File: src/rtl/spcm_pkg.sv
`timescale 1ns / 1ps
// Shared types, constants and functions for the sensor packet encoder.
// No dependencies; every other file of the block refers to it, but for spcm_in_if, spcm_out_if and spcm_checker.
package spcm_pkg;

  localparam int unsigned SerialWidth = 20;
  localparam int unsigned IndexWidth  = 2;
  localparam int unsigned CrcWidth    = 12;

  localparam logic [CrcWidth-1:0]    CrcPoly    = 12'h805;
  localparam logic [7:0]             PreambleHi = 8'hFF;
  localparam logic [7:0]             PreambleLo = 8'hFE;
  localparam logic [3:0]             SerialTag  = 4'hA;
  localparam logic [SerialWidth-1:0] SerialRst  = 20'hF6732;

  localparam logic [IndexWidth-1:0] RegSerial       = 2'd0;
  localparam logic [IndexWidth-1:0] RegInvertDoor   = 2'd1;
  localparam logic [IndexWidth-1:0] RegInvertTamper = 2'd2;

  typedef struct packed {
    logic door_flag;
    logic tamper_flag;
  } flags_t;

  typedef struct packed {
    logic   valid;
    flags_t flags;
  } q_slot_t;

  function automatic logic [CrcWidth-1:0] crc12_nibble(input logic [CrcWidth-1:0] crc,
                                                       input logic [3:0] nib);
    logic [CrcWidth-1:0] c;
    c = crc ^ {nib, 8'h00};
    for (int i = 0; i < 4; i++) begin
      if (c[CrcWidth-1]) begin
        c = {c[CrcWidth-2:0], 1'b0} ^ CrcPoly;
      end else begin
        c = {c[CrcWidth-2:0], 1'b0};
      end
    end
    return c;
  endfunction

  function automatic logic [7:0] manchester(input logic [3:0] nib);
    logic [7:0] r;
    for (int i = 0; i < 4; i++) begin
      r[2*i +: 2] = {~nib[i], nib[i]};
    end
    return r;
  endfunction

endpackage

File: src/rtl/spcm_in_if.sv
`timescale 1ns / 1ps
// Input channel: one sample of the door and tamper pin levels per transaction.
// No dependencies.
interface spcm_in_if;
  logic valid;
  logic ready;
  logic door_level;
  logic tamper_level;
  modport source (output valid, output door_level, output tamper_level, input ready);
  modport sink (input valid, input door_level, input tamper_level, output ready);
endinterface

File: src/rtl/spcm_cfg_if.sv
`timescale 1ns / 1ps
// Configuration write channel: register index and write data per transaction.
// Depends on spcm_pkg for the field widths.
interface spcm_cfg_if;
  logic                                valid;
  logic                                ready;
  logic [spcm_pkg::IndexWidth-1:0]     index;
  logic [spcm_pkg::SerialWidth-1:0]    data;
  modport source (output valid, output index, output data, input ready);
  modport sink (input valid, input index, input data, output ready);
endinterface

File: src/rtl/spcm_out_if.sv
`timescale 1ns / 1ps
// Output channel: one Manchester coded byte with its frame position per transaction.
// No dependencies.
interface spcm_out_if;
  logic       valid;
  logic       ready;
  logic [7:0] coded_byte;
  logic [3:0] byte_position;
  logic       last_byte;
  modport source (output valid, output coded_byte, output byte_position,
                  output last_byte, input ready);
  modport sink (input valid, input coded_byte, input byte_position,
                input last_byte, output ready);
endinterface

File: src/rtl/spcm_front.sv
`timescale 1ns / 1ps
// Front end: configuration registers and intake of samples, which are turned
// into status flags and pushed into the queue. Depends on spcm_pkg and the interfaces.
module spcm_front (
  input  logic                             clk_i,
  input  logic                             rst_ni,
  spcm_in_if.sink                          in_if,
  spcm_cfg_if.sink                         cfg_if,
  input  logic                             q_full_i,
  output spcm_pkg::q_slot_t                push_o,
  output logic [spcm_pkg::SerialWidth-1:0] serial_o
);

  logic [spcm_pkg::SerialWidth-1:0] serial_q, serial_d;
  logic                             inv_door_q, inv_door_d;
  logic                             inv_tamper_q, inv_tamper_d;

  assign cfg_if.ready = 1'b1;
  assign in_if.ready  = ~q_full_i;

  always_comb begin
    serial_d     = serial_q;
    inv_door_d   = inv_door_q;
    inv_tamper_d = inv_tamper_q;
    if (cfg_if.valid) begin
      unique case (cfg_if.index)
        spcm_pkg::RegSerial:       serial_d     = cfg_if.data;
        spcm_pkg::RegInvertDoor:   inv_door_d   = cfg_if.data[0];
        spcm_pkg::RegInvertTamper: inv_tamper_d = cfg_if.data[0];
        default: ;
      endcase
    end
  end

  always_ff @(posedge clk_i or negedge rst_ni) begin
    if (!rst_ni) begin
      serial_q     <= spcm_pkg::SerialRst;
      inv_door_q   <= 1'b1;
      inv_tamper_q <= 1'b1;
    end else begin
      serial_q     <= serial_d;
      inv_door_q   <= inv_door_d;
      inv_tamper_q <= inv_tamper_d;
    end
  end

  always_comb begin
    push_o.valid             = in_if.valid & ~q_full_i;
    push_o.flags.door_flag   = in_if.door_level ^ inv_door_q;
    push_o.flags.tamper_flag = in_if.tamper_level ^ inv_tamper_q;
  end

  assign serial_o = serial_q;

endmodule

File: src/rtl/spcm_queue.sv
`timescale 1ns / 1ps
// Two-entry queue of status flags between the front end and the frame builder.
// Depends on spcm_pkg.
module spcm_queue (
  input  logic              clk_i,
  input  logic              rst_ni,
  input  spcm_pkg::q_slot_t push_i,
  output logic              full_o,
  input  logic              pop_i,
  output spcm_pkg::q_slot_t head_o
);

  spcm_pkg::flags_t mem_q [2];
  logic             wr_ptr_q, wr_ptr_d;
  logic             rd_ptr_q, rd_ptr_d;
  logic [1:0]       cnt_q, cnt_d;

  always_comb begin
    wr_ptr_d = wr_ptr_q ^ push_i.valid;
    rd_ptr_d = rd_ptr_q ^ pop_i;
    cnt_d    = cnt_q + {1'b0, push_i.valid} - {1'b0, pop_i};
  end

  always_ff @(posedge clk_i or negedge rst_ni) begin
    if (!rst_ni) begin
      wr_ptr_q <= 1'b0;
      rd_ptr_q <= 1'b0;
      cnt_q    <= 2'd0;
    end else begin
      wr_ptr_q <= wr_ptr_d;
      rd_ptr_q <= rd_ptr_d;
      cnt_q    <= cnt_d;
    end
  end

  always_ff @(posedge clk_i) begin
    if (push_i.valid) begin
      mem_q[wr_ptr_q] <= push_i.flags;
    end
  end

  assign full_o       = cnt_q[1];
  assign head_o.valid = cnt_q != 2'd0;
  assign head_o.flags = mem_q[rd_ptr_q];

endmodule

File: src/rtl/spcm_back.sv
`timescale 1ns / 1ps
// Frame builder: computes the CRC a nibble per cycle and emits sixteen
// Manchester coded bytes per queued sample. Depends on spcm_pkg and spcm_out_if.
module spcm_back (
  input  logic                             clk_i,
  input  logic                             rst_ni,
  input  spcm_pkg::q_slot_t                head_i,
  output logic                             pop_o,
  input  logic [spcm_pkg::SerialWidth-1:0] serial_i,
  spcm_out_if.source                       out_if
);

  logic                          busy_q, busy_d;
  logic [3:0]                    pos_q, pos_d;
  spcm_pkg::flags_t              flags_q, flags_d;
  logic [spcm_pkg::CrcWidth-1:0] crc_q, crc_d;
  logic [3:0]                    crc_cnt_q, crc_cnt_d;

  logic                          out_valid_q, out_valid_d;
  logic [7:0]                    coded_q, coded_d;
  logic [3:0]                    opos_q, opos_d;
  logic                          last_q, last_d;

  logic        crc_done, out_free, produce, last_now;
  logic [31:0] crc_word;
  logic [3:0]  crc_nib;
  logic [7:0]  pkt_byte;
  logic [3:0]  nib;

  assign crc_done = crc_cnt_q[3];
  assign crc_word = {spcm_pkg::SerialTag, serial_i, flags_q.door_flag,
                     flags_q.tamper_flag, 6'b0};
  assign crc_nib  = crc_word[{~crc_cnt_q[2:0], 2'b00} +: 4];

  assign out_free = ~out_valid_q | out_if.ready;
  assign produce  = busy_q & out_free & (~(pos_q[3] & pos_q[2]) | crc_done);
  assign last_now = produce & (pos_q == 4'd15);
  assign pop_o    = head_i.valid & (~busy_q | last_now);

  always_comb begin
    unique case (pos_q[3:1])
      3'd0: pkt_byte = spcm_pkg::PreambleHi;
      3'd1: pkt_byte = spcm_pkg::PreambleLo;
      3'd2: pkt_byte = {spcm_pkg::SerialTag, serial_i[19:16]};
      3'd3: pkt_byte = serial_i[15:8];
      3'd4: pkt_byte = serial_i[7:0];
      3'd5: pkt_byte = {flags_q.door_flag, flags_q.tamper_flag, 6'b0};
      3'd6: pkt_byte = crc_q[11:4];
      3'd7: pkt_byte = {crc_q[3:0], 4'h0};
    endcase
    nib = pos_q[0] ? pkt_byte[3:0] : pkt_byte[7:4];
  end

  always_comb begin
    busy_d    = busy_q;
    pos_d     = pos_q;
    flags_d   = flags_q;
    crc_d     = crc_q;
    crc_cnt_d = crc_cnt_q;
    if (produce) begin
      pos_d = pos_q + 4'd1;
    end
    if (last_now) begin
      busy_d = 1'b0;
    end
    if (pop_o) begin
      busy_d    = 1'b1;
      pos_d     = 4'd0;
      flags_d   = head_i.flags;
      crc_d     = '0;
      crc_cnt_d = 4'd0;
    end else if (!crc_done) begin
      crc_d     = spcm_pkg::crc12_nibble(crc_q, crc_nib);
      crc_cnt_d = crc_cnt_q + 4'd1;
    end
  end

  always_comb begin
    out_valid_d = out_valid_q & ~out_if.ready;
    coded_d     = coded_q;
    opos_d      = opos_q;
    last_d      = last_q;
    if (produce) begin
      out_valid_d = 1'b1;
      coded_d     = spcm_pkg::manchester(nib);
      opos_d      = pos_q;
      last_d      = pos_q == 4'd15;
    end
  end

  always_ff @(posedge clk_i or negedge rst_ni) begin
    if (!rst_ni) begin
      busy_q      <= 1'b0;
      pos_q       <= 4'd0;
      crc_cnt_q   <= 4'd0;
      out_valid_q <= 1'b0;
    end else begin
      busy_q      <= busy_d;
      pos_q       <= pos_d;
      crc_cnt_q   <= crc_cnt_d;
      out_valid_q <= out_valid_d;
    end
  end

  always_ff @(posedge clk_i) begin
    flags_q <= flags_d;
    crc_q   <= crc_d;
    coded_q <= coded_d;
    opos_q  <= opos_d;
    last_q  <= last_d;
  end

  assign out_if.valid         = out_valid_q;
  assign out_if.coded_byte    = coded_q;
  assign out_if.byte_position = opos_q;
  assign out_if.last_byte     = last_q;

endmodule

File: src/rtl/sensor_packet_crc12_manchester.sv
`timescale 1ns / 1ps
// Top level of the sensor packet encoder with CRC-12 and Manchester coding.
// Depends on spcm_pkg, the channel interfaces, spcm_front, spcm_queue and spcm_back.
//
// Usage:
//   in_if carries one sample of the door and tamper pin levels per transaction.
//   out_if returns sixteen transactions per sample: the Manchester coded bytes
//   of the packet, high nibble first, with their position and a last-byte mark.
//   cfg_if writes the serial number (index 0) and the door and tamper inversions
//   (indices 1 and 2); other indices are ignored. Writes are always accepted.
// Timing:
//   A sample is registered in the queue, then in the frame builder; its coded bytes
//   go out through the output register, one per cycle while the receiver is ready.
//   The next sample is taken from the queue as the last byte is produced. The CRC is
//   worked out four bits per cycle, overlapped with the first twelve coded bytes.
// Reset and stalls:
//   Reset empties the queue and output register and restores the register reset
//   values. When the receiver holds ready low the output byte stays put; the
//   two-entry queue keeps taking samples until it is full.
module sensor_packet_crc12_manchester (
  input  logic       clk_i,
  input  logic       rst_ni,
  spcm_in_if.sink    in_if,
  spcm_cfg_if.sink   cfg_if,
  spcm_out_if.source out_if
);

  spcm_pkg::q_slot_t                push;
  spcm_pkg::q_slot_t                head;
  logic                             q_full;
  logic                             pop;
  logic [spcm_pkg::SerialWidth-1:0] serial;

  spcm_front u_front (
    .clk_i    (clk_i),
    .rst_ni   (rst_ni),
    .in_if    (in_if),
    .cfg_if   (cfg_if),
    .q_full_i (q_full),
    .push_o   (push),
    .serial_o (serial)
  );

  spcm_queue u_queue (
    .clk_i  (clk_i),
    .rst_ni (rst_ni),
    .push_i (push),
    .full_o (q_full),
    .pop_i  (pop),
    .head_o (head)
  );

  spcm_back u_back (
    .clk_i    (clk_i),
    .rst_ni   (rst_ni),
    .head_i   (head),
    .pop_o    (pop),
    .serial_i (serial),
    .out_if   (out_if)
  );

endmodule

File: src/flat_wrapper.sv
// flat-port wrapper written by rule: the top's interface ports become plain ports
module sensor_packet_crc12_manchester_flat 
  (clk_i, rst_ni, in_if_valid, in_if_door_level, in_if_tamper_level, in_if_ready, cfg_if_valid, cfg_if_index, cfg_if_data, cfg_if_ready, out_if_valid, out_if_coded_byte, out_if_byte_position, out_if_last_byte, out_if_ready);
  spcm_in_if in_if_i ();
  spcm_cfg_if cfg_if_i ();
  spcm_out_if out_if_i ();
  input  logic clk_i;
  input  logic rst_ni;
  input wire logic [$bits(in_if_i.valid)-1:0] in_if_valid;
  input wire logic [$bits(in_if_i.door_level)-1:0] in_if_door_level;
  input wire logic [$bits(in_if_i.tamper_level)-1:0] in_if_tamper_level;
  output wire logic [$bits(in_if_i.ready)-1:0] in_if_ready;
  input wire logic [$bits(cfg_if_i.valid)-1:0] cfg_if_valid;
  input wire logic [$bits(cfg_if_i.index)-1:0] cfg_if_index;
  input wire logic [$bits(cfg_if_i.data)-1:0] cfg_if_data;
  output wire logic [$bits(cfg_if_i.ready)-1:0] cfg_if_ready;
  output wire logic [$bits(out_if_i.valid)-1:0] out_if_valid;
  output wire logic [$bits(out_if_i.coded_byte)-1:0] out_if_coded_byte;
  output wire logic [$bits(out_if_i.byte_position)-1:0] out_if_byte_position;
  output wire logic [$bits(out_if_i.last_byte)-1:0] out_if_last_byte;
  input wire logic [$bits(out_if_i.ready)-1:0] out_if_ready;
  assign in_if_i.valid = in_if_valid;
  assign in_if_i.door_level = in_if_door_level;
  assign in_if_i.tamper_level = in_if_tamper_level;
  assign in_if_ready = in_if_i.ready;
  assign cfg_if_i.valid = cfg_if_valid;
  assign cfg_if_i.index = cfg_if_index;
  assign cfg_if_i.data = cfg_if_data;
  assign cfg_if_ready = cfg_if_i.ready;
  assign out_if_valid = out_if_i.valid;
  assign out_if_coded_byte = out_if_i.coded_byte;
  assign out_if_byte_position = out_if_i.byte_position;
  assign out_if_last_byte = out_if_i.last_byte;
  assign out_if_i.ready = out_if_ready;
  sensor_packet_crc12_manchester u_core (.clk_i(clk_i), .rst_ni(rst_ni), .in_if(in_if_i), .cfg_if(cfg_if_i), .out_if(out_if_i));
endmodule
File: config.mk
export PLATFORM = sky130hd
export DESIGN_NAME = sensor_packet_crc12_manchester_flat
export DESIGN_NICKNAME = d
export VERILOG_FILES = /design/src/rtl/spcm_pkg.sv /design/src/rtl/spcm_in_if.sv /design/src/rtl/spcm_cfg_if.sv /design/src/rtl/spcm_out_if.sv /design/src/rtl/spcm_front.sv /design/src/rtl/spcm_queue.sv /design/src/rtl/spcm_back.sv /design/src/rtl/sensor_packet_crc12_manchester.sv /design/src/flat_wrapper.sv
export SDC_FILE = /design/constraint.sdc
export NUM_CORES = 1
export LEC_CHECK = 0
export ABC_AREA = 1
export BUFFER_PORTS_ARGS = -buffer_cell sky130_fd_sc_hd__buf_2
export CAP_MARGIN = 10
export CORE_MARGIN = 2
export CORE_UTILIZATION = 58
export DETAILED_ROUTE_END_ITERATION = 8
export MAX_ROUTING_LAYER = met4
export PLACE_DENSITY = 0.87
export SYNTH_ARGS = -nofsm -noshare
export SYNTH_HDL_FRONTEND = slang
export SYNTH_SLANG_ARGS = --single-unit
File: constraint.sdc
create_clock -name clk_i -period 2.4 [get_ports clk_i]
set_clock_uncertainty 0.05 [all_clocks]
set_input_delay 0.12 -clock clk_i [delete_from_list [all_inputs] [get_ports clk_i]]
set_output_delay 0.12 -clock clk_i [all_outputs]
set_load 0.01 [all_outputs]
==> results of run 1 <==
## kinds of logic (layout without fill, tap and decap cells)
logic type	after synthesis	count (layout)	synth area share [%]
AO/OA/AOI/OAI	66	66	11.3
flip-flops	67	67	49.9
other	1	1	0.108
multiplexers	8	8	2.56
XOR/XNOR	10	10	3.07
AND/OR/NAND/NOR	161	161	22.5
adder cells (fa/ha/maj)	5	5	1.81
buffers and inverters	73	145	8.74
## per-layer routing
metal	GRT usage [%]	vias up	wire, um
li1	-	1414	-
met1	31.7	1353	3290
met2	47.1	130	4000
met3	7.44	23	540
met4	12.2	0	249
met5	-	-	0
## report_power, final
part | internal (mW) | total (mW) | switching (mW)
sequential | 1.73 | 2.12 | 0.382
clock | 0.457 | 0.857 | 0.400
combinational | 1.06 | 2.80 | 1.73
total | 3.26 | 5.77 | 2.52
## synth_stat cells (2+ instances only)
master	n
nand2_1	72
inv_1	52
nor2_1	31
a21oi_1	29
nand3_1	25
dfrtp_1	22
edfxtp_1	19
o21ai_0	18
dfstp_2	14
dfxtp_1	12
mux2_2	7
nand2_2	7
xor2_1	6
buf_2	5
clkbuf_1	5
ha_1	5
inv_2	5
nand3_2	5
nand4_1	5
nor3_1	5
nand2_4	4
o22ai_1	4
buf_4	3
xnor2_1	3
a221oi_1	2
nand3_4	2
nor4_1	2
o211ai_1	2
## worst max path at each step
stage	startpoint	slack (ps)	endpoint
after floorplan	u_core.u_back.crc_cnt_q[3]	450	u_core.u_back.crc_word[6]
after global placement	u_core.u_back.crc_cnt_q[0]	450	u_core.u_back.crc_q[11]
after detailed placement	u_core.u_back.crc_cnt_q[0]	380	u_core.u_back.crc_q[11]
after CTS	u_core.u_back.pos_q[1]	360	u_core.u_queue.cnt_q[1]
after global routing	u_core.u_back.crc_cnt_q[0]	30	u_core.u_back.crc_q[11]
final	u_core.u_back.crc_cnt_q[0]	330	u_core.u_back.crc_q[11]
## stage by stage
step / power (mW) / cell area, um2 / hold WS [ps] / setup WS (ps)
global route: 6.23 / 4140 / 35.3 / 34.8
global placement: 4.73 / 3730 / 194 / 446
detailed placement: 4.86 / 3730 / 206 / 379
finish: 5.77 / 4140 / 9.47 / 325
CTS: 5.76 / 4140 / 2.62 / 361
floorplan: 4.20 / 3460 / -226 / 447
## worst max-delay path, delay by kind of cell (launching register included)
| family | cells | cell delay [ps] |
|---|---|---|
| buffers and inverters | 2 | 250 |
| flip-flops | 1 | 650 |
| AND/OR/NAND/NOR | 15 | 1040 |
## layout make-up
class	instances	area share, %
clock buffers	14	4.17
clock inverters	2	0.242
inverters	59	5.44
well taps	75	2.27
repair buffers	70	11.4
multi-input cells	251	34.6
flip-flops and latches	67	41.8
## timing repair
| item | 4_1_cts | 5_1_grt |
|---|---|---|
| hold endpoints to repair | 44 | 0 |
| hold buffers | 22 | 0 |
| gates resized for setup | 0 | 0 |
## state kept, by name (all words and copies together) (netlist names)
name                                count
u_core.u_back.out_if.valid              1
u_core.u_back.out_if.byte_position      4
u_core.u_queue.wr_ptr_q                 1
u_core.u_queue.cnt_q                    2
u_core.u_back.out_if.coded_byte         8
u_core.u_queue.mem_q                    4
u_core.u_front.serial_o                20
u_core.u_back.crc_cnt_q                 4
u_core.u_front.inv_tamper_q             1
u_core.u_back.crc_q                    12
u_core.u_back.crc_word                  2
u_core.u_front.inv_door_q               1
u_core.u_back.pos_q                     4
u_core.u_back.out_if.last_byte          1
u_core.u_queue.rd_ptr_q                 1
u_core.u_back.busy_q                    1
## cell usage in the layout (no fill, tap or decap), types with 2 or more instances in the layout
master	Yosys	layout
ha_1	5	5
nand3_1	25	25
xnor2_1	3	3
clkbuf_8	0	12
o211ai_1	2	2
mux2_2	7	7
dfstp_2	14	14
nand2_2	7	7
nand2_4	4	4
nand3_4	2	2
dfxtp_1	12	12
nor3_1	5	5
nor2_1	31	31
inv_1	52	52
clkbuf_1	5	2
clkinv_2	1	3
o21ai_0	18	18
a221oi_1	2	2
xor2_1	6	6
inv_2	5	5
dfrtp_1	22	22
o22ai_1	4	4
buf_2	5	43
nand4_1	5	5
a21oi_1	29	29
nand3_2	5	5
buf_4	3	5
nor4_1	2	2
nand2_1	72	72
edfxtp_1	19	19
dlygate4sd3_1	0	22
==> impl_results.md, run 1 <==
* Post-Route WL at 8080 um
* Port bufs at 43
* Synth top area share at 16.5%
* Tightest Pin Transition at between 800 and 900 ps
* Syn Area/Cell at 8.86 um2
* Worst Path Arrival at 2270 ps
* Die H at 81.3 um
* R2r setup slk at 330 ps
* Via-to-Cell Ratio at about 5.4
* Multi-input logic area at approximately 1400 um2
* Post-Synthesis Cells at 391
* I/O pins at 45
* Outcome: completed
* Total gr overflow at 0
* Max Fclk at roughly 480 MHz
* Die X-Extent at 81.3 um
* Hold-critical path endpoint: u_core.u_front.inv_tamper_q
* VDD IR max at 0.699 mV
* Clock Tree Root: clkbuf_8
* First-pass DRT Iterations at 5
* Tcrit/Tclk final at 86.4%
* Drt first-iter violations at roughly 150
* Via count at 2920
* Crit path required time at 2600 ps
* Antenna violations before repair at 0
* Synth async-reset ratio at 53.7%
* DRC viols at 0
* Register-to-Register Path Depth at 17
* Worst setup SP type: flop
* Tmin final at roughly 2100 ps
* Slew Limit Fails at 0
* Synth top area cells: edfxtp_1 16%, dfrtp_1 16%, dfstp_2 11%
* Worst path cell trace: inv_2 > nand2_1 > nand2_1 > nand2_1 > nand2_1 > inv_2 > nand2_1 > nand2_1 > nand2_1 > nand2_4 > nand2_4 > nand2_2 > nand3_1 > nand2_1 > nand3_1 > nand2_1 > nor2_1
* Post-Syn Nets at between 400 and 500
* Synth Warn # at 0
* Core area at 5850 um2
* Post-Layout Cell Count at 538
* Post-placement cell count at 500
* Crit Reg-Reg Startpoint: u_core.u_back.crc_cnt_q[0]
* GR Util All Layers at between 20 and 30%
* Fin util at a little over two thirds
* Number of filler cells placed in the layout at 438
* PwrDens at about 1400 nW/um2
* CTS Sinks at 67
* Unique masters post-synth at 48
* Max Cap Viol at 0
* Gpl congestion at 0.934
* Unrepaired setup endpoints after global routing: no
* Top_reg_cell synth: dfrtp_1
* Sequential area share after synthesis at 49.9%
* FF+latch count, synth at 67
* HP Class: in -> reg
* CTS tree: built
* Hold Vio Cnt, Final at 0
* Post-synth EDFFs at 19
* WL per Instance at 15.0 um
* Critical path class: reg -> reg
* Worst path slowest cell: dfrtp_1
* Die area at 6610 um2
* Clock slew at reported path FFs at 70 ps
* Initial Util at about three fifths
* Worst-path fanout max at 16
* Mapped Area at 3460 um2
* Final setup viols at 0
* R2R Path End: u_core.u_back.crc_q[11]
* CP Capture Type: flop
* Num rows at 28
* Pleak at 1.99 nW
* Maximum clock insertion buffer count at 2
* Largest net degree at the start of global routing at 37
* Worst hold start: cfg_if_index[1]
* Most used cell, CP: nand2_1
* Global-route wire length before repair at between 10000 and 15000 um
* Clock Latency Late Sink at roughly 340 ps
* DP HPWL at around 5600 um
* Max stage delay on crit path at 650 ps
* Htree depth at 3
* Inserted Diodes at 0
* Layout Nets at roughly 500
* Hold Path Depth at 3
* Vias in the first global route at 2839
* Share of layout cells above drive strength 1 at 24.8%
* Sequential cell area at 1730 um2
* Slew margin rel. at about 46%
* Largest area contributor in the netlist: edfxtp_1
* Setup_tns at 0 ps
* Number of CTS-inserted buffers at 9
* Post-CTS setup buffer count at 0
* Final ANT Viol Nets at 0
* Area Overhead vs Synth at 19.4%
Power figures use the tool's default switching activity.
==> run 2: changes to the inputs <==
--- a/config.mk
+++ b/config.mk
@@ -5,14 +5,13 @@
 export SDC_FILE = /design/constraint.sdc
 export NUM_CORES = 1
 export LEC_CHECK = 0
-export ABC_AREA = 1
 export BUFFER_PORTS_ARGS = -buffer_cell sky130_fd_sc_hd__buf_2
 export CAP_MARGIN = 10
 export CORE_MARGIN = 2
-export CORE_UTILIZATION = 58
+export CORE_UTILIZATION = 57
 export DETAILED_ROUTE_END_ITERATION = 8
 export MAX_ROUTING_LAYER = met4
-export PLACE_DENSITY = 0.87
+export PLACE_DENSITY = 0.86
 export SYNTH_ARGS = -nofsm -noshare
 export SYNTH_HDL_FRONTEND = slang
 export SYNTH_SLANG_ARGS = --single-unit
==> impl_results.md, run 2 <==
* Outcome: completed
* Pleak at 1.78 nW (-10%)
* Clk pwr share at 20.6% (+5.8 points)
* Clock Latency Late Sink at 350 ps (about the same)
* FF+latch count, synth at 67 (unchanged)
* Post-Syn Nets at 316 (-26%)
* Vias in the first global route at 2399 (-15%)
* VDD IR max at 0.742 mV (+6.2%)
* Worst-path fanout max at 8 (-8)
* Synth async-reset ratio at 53.7% (unchanged)
* Internal cell power at 3.69 mW (+13%)
* Area Overhead vs Synth at 23.5%
* Total gr overflow at 0 (unchanged)
* Hold_ws at 19.3 ps (+9.87 ps)
* Critical path class: reg -> reg
* Final setup viols at 0 (unchanged)
* Slew margin rel. at 48.2% (+2.3 points)
* Largest area contributor in the netlist: edfxtp_1
* Die H at 80.3 um (-1.2%)
* Maximum clock insertion buffer count at 2 (unchanged)
* Max Cap Viol at 0 (unchanged)
* Max Fclk at 437 MHz (-9.4%)
* Largest net degree at the start of global routing at 37 (unchanged)
* Drt first-iter violations at 247 (+61%)
* Share of layout cells above drive strength 1 at 34.5% (+9.6 points)
* Port bufs at 43 (unchanged)
* DR top layer: met4
* Die X-Extent at 80.3 um (-1.2%)
* Post-synth top cells: 25 x mux2_2, 24 x nor2_1, 23 x mux2i_1
* Post-Synthesis Cells at 282 (-28%)
* Max stage delay on crit path at 490 ps (-160 ps)
* Most frequent cells in the layout: 43 x buf_2, 25 x mux2_2, 24 x nor2_1
* Comb power frac at 43.8% (-4.7 points)
* Inserted Diodes at 0 (unchanged)
* Hold Vio Cnt, Final at 0 (unchanged)
* Top_reg_cell synth: dfrtp_1
* PwrDens at 1420 nW/um2 (+1.9%)
* Via count at 2420 (-17%)
* NetSw at 2.14 mW (-15%)
* Post-Layout Cell Count at 426 (-21%)
* Unrepaired setup endpoints after global routing: no
* Initial Util at 59.6% (+0.38 points)
* Met3 wire length at 417 um (-23%)
* Num rows at 27 (-3.6%)
* First-pass DRT Iterations at 5 (unchanged)
* Max reg flops at 20 (unchanged)
* I/O pins at 45 (unchanged)
* Sequential area share after synthesis at 52.1% (+2.1 points)
* Via-to-Cell Ratio at 5.68 (+4.7%)
* Global-route wire length before repair at 11800 um (-10%)
* Worst Path Arrival at 2480 ps (+210 ps)
* Tmin final at 2290 ps (+216 ps)
* Layout Nets at 383 (-22%)
* Number of CTS-inserted buffers at 9 (unchanged)
* Worst path slowest cell: mux4_2
* Htree depth at 3 (unchanged)
* Final ANT Viol Nets at 0 (unchanged)
* Routed met1 length at 2930 um (-11%)
* Synth top area share at 17.2% (+0.71 points)
* Reg power frac at 35.6% (-1.1 points)
* Post-placement cell count at 389 (-22%)
* Synth top area cells: edfxtp_1 17%, dfrtp_1 17%, dfstp_2 11%
* CTS Sinks at 67 (unchanged)
* DRC viols at 0 (unchanged)
* HP Class: in -> reg
* Die area at 6450 um2 (-2.3%)
* Setup ws final at 109 ps (-216 ps)
* Worst setup SP type: flop
* Syn Area/Cell at 11.8 um2 (+33%)
* WL per Instance at 16.8 um (+12%)
* Post-Place Worst Slack at 64.5 ps (-314 ps)
* GR Util All Layers at 25.2% (-3.0 points)
* Unique masters post-synth at 56 (+17%)
* Post-CTS setup buffer count at 0 (unchanged)
* Top-count cell post-synth: mux2_2
* Clock slew at reported path FFs at 70 ps (about the same)
* Finished Cell Area at 4100 um2 (-0.82%)
* Core area at 5570 um2 (-4.7%)
* DP Area at 3630 um2 (-2.9%)
* Post-Route WL at 7140 um (-12%)
* Setup_tns at 0 ps (unchanged)
* Tightest Pin Transition at 778 ps (-34.1 ps)
* CTS tree: built
* Slew Limit Fails at 0 (unchanged)
* Sw Ratio at 36.7% (-6.9 points)
* Post-synth EDFFs at 19 (unchanged)
* Antenna violations before repair at 0 (unchanged)
* Worst path cell trace: nand2b_1 > mux4_2 > xor2_2 > xnor3_2 > xnor2_2 > o21ai_2 > nor2b_4
* Gpl congestion at 0.850 (-9.0%)
* Tcrit/Tclk final at 95.4% (+9.0 points)
* Clock Tree Root: clkbuf_8
* Commonest non-fill, non-tap cell in the layout: buf_2
* Mapped Area at 3320 um2 (-4.1%)
* Crit path required time at 2590 ps (about the same)
* Synth Warn # at 0 (unchanged)
* R2r setup slk at 110 ps (-220 ps)
* Metal2 WL at 3610 um (-9.7%)
* CP Capture Type: flop
* DP HPWL at 4800 um (-14%)
==> run 2: changes by cell type in the layout (fill, tap and decap cells not counted), sizes merged, moves of 8 or more <==
cell	before	now
o21ai	21	11
nand2	83	15
a21oi	29	11
inv	58	12
nand3	32	1
mux2	7	25
nor2	32	24
mux2i	1	23
==> run 2: layout make-up <==
class	count	area, um2
well taps	72	90.1
clock buffers	10	149
fillers	384	1470
repair buffers	74	513
inverters	12	45.0
clock inverters	6	110
multi-input cells	185	1470
flip-flops and latches	67	1730
==> run 2: logic make-up after synthesis <==
kind of cell | Yosys count | synth area share [%]
AO/OA/AOI/OAI | 47 | 9.98
XOR/XNOR | 20 | 5.95
adder cells (fa/ha/maj) | 5 | 1.88
buffers and inverters | 30 | 4.18
flip-flops | 67 | 52.1
multiplexers | 49 | 16.1
other | 1 | 0.113
AND/OR/NAND/NOR | 63 | 9.76
==> run 2: layer usage <==
metal	vias to the layer above	global-route usage, %
met2	103	40.9
met1	1171	31.8
met3	22	3.82
li1	1124	-
met5	-	-
met4	0	10.3
==> run 2: critical path: cells and delay by family, from the launching register on <==
family                    cells  cell delay [ps]
xor gates and xnor gates      3              770
muxes                         1              490
AOI/OAI and AO/OA             1               70
DFF                           1              480
and+or+nand+nor               2              310
==> run 2: metrics by stage <==
step	total power, mW	util, %
6_report	5.83	73.6
2_1_floorplan	4.00	-
4_1_cts	5.81	73.5
3_5_place_dp	4.57	65.1
3_3_place_gp	4.47	65.1
5_1_grt	6.19	73.6
==> run 2: final timing paths <==
kind | start | end | depth (start not counted)
setup / recovery | u_core.u_back.crc_cnt_q[1] | u_core.u_back.crc_q[0] | 7
hold / removal | out_if_ready | u_core.u_back.out_if.valid | 3
setup reg to reg | u_core.u_back.crc_cnt_q[1] | u_core.u_back.crc_q[0] | 7
hold reg to reg | u_core.u_back.crc_q[4] | u_core.u_back.crc_q[4] | 2
max in group asynchronous | rst_ni | u_core.u_front.serial_o[3] | 2
min in group asynchronous | rst_ni | u_core.u_queue.wr_ptr_q | 2
==> run 2: what timing repair did <==
action                                 4_1_cts  5_1_grt
setup endpoints to repair                    0        2
hold buffers                                21        0
endpoints found under the hold margin       43        0
resized for setup                            0        1
==> run 2: power by group through the flow <==
stage          Sequential (mW)  Clock, mW  Combinational (mW)
3_5_place_dp              2.09          0                2.48
6_report                  2.08       1.20                2.56
2_1_floorplan             1.96          0                2.03
4_1_cts                   2.06       1.21                2.53
3_3_place_gp              2.06          0                2.41
5_1_grt                   2.14       1.25                2.80
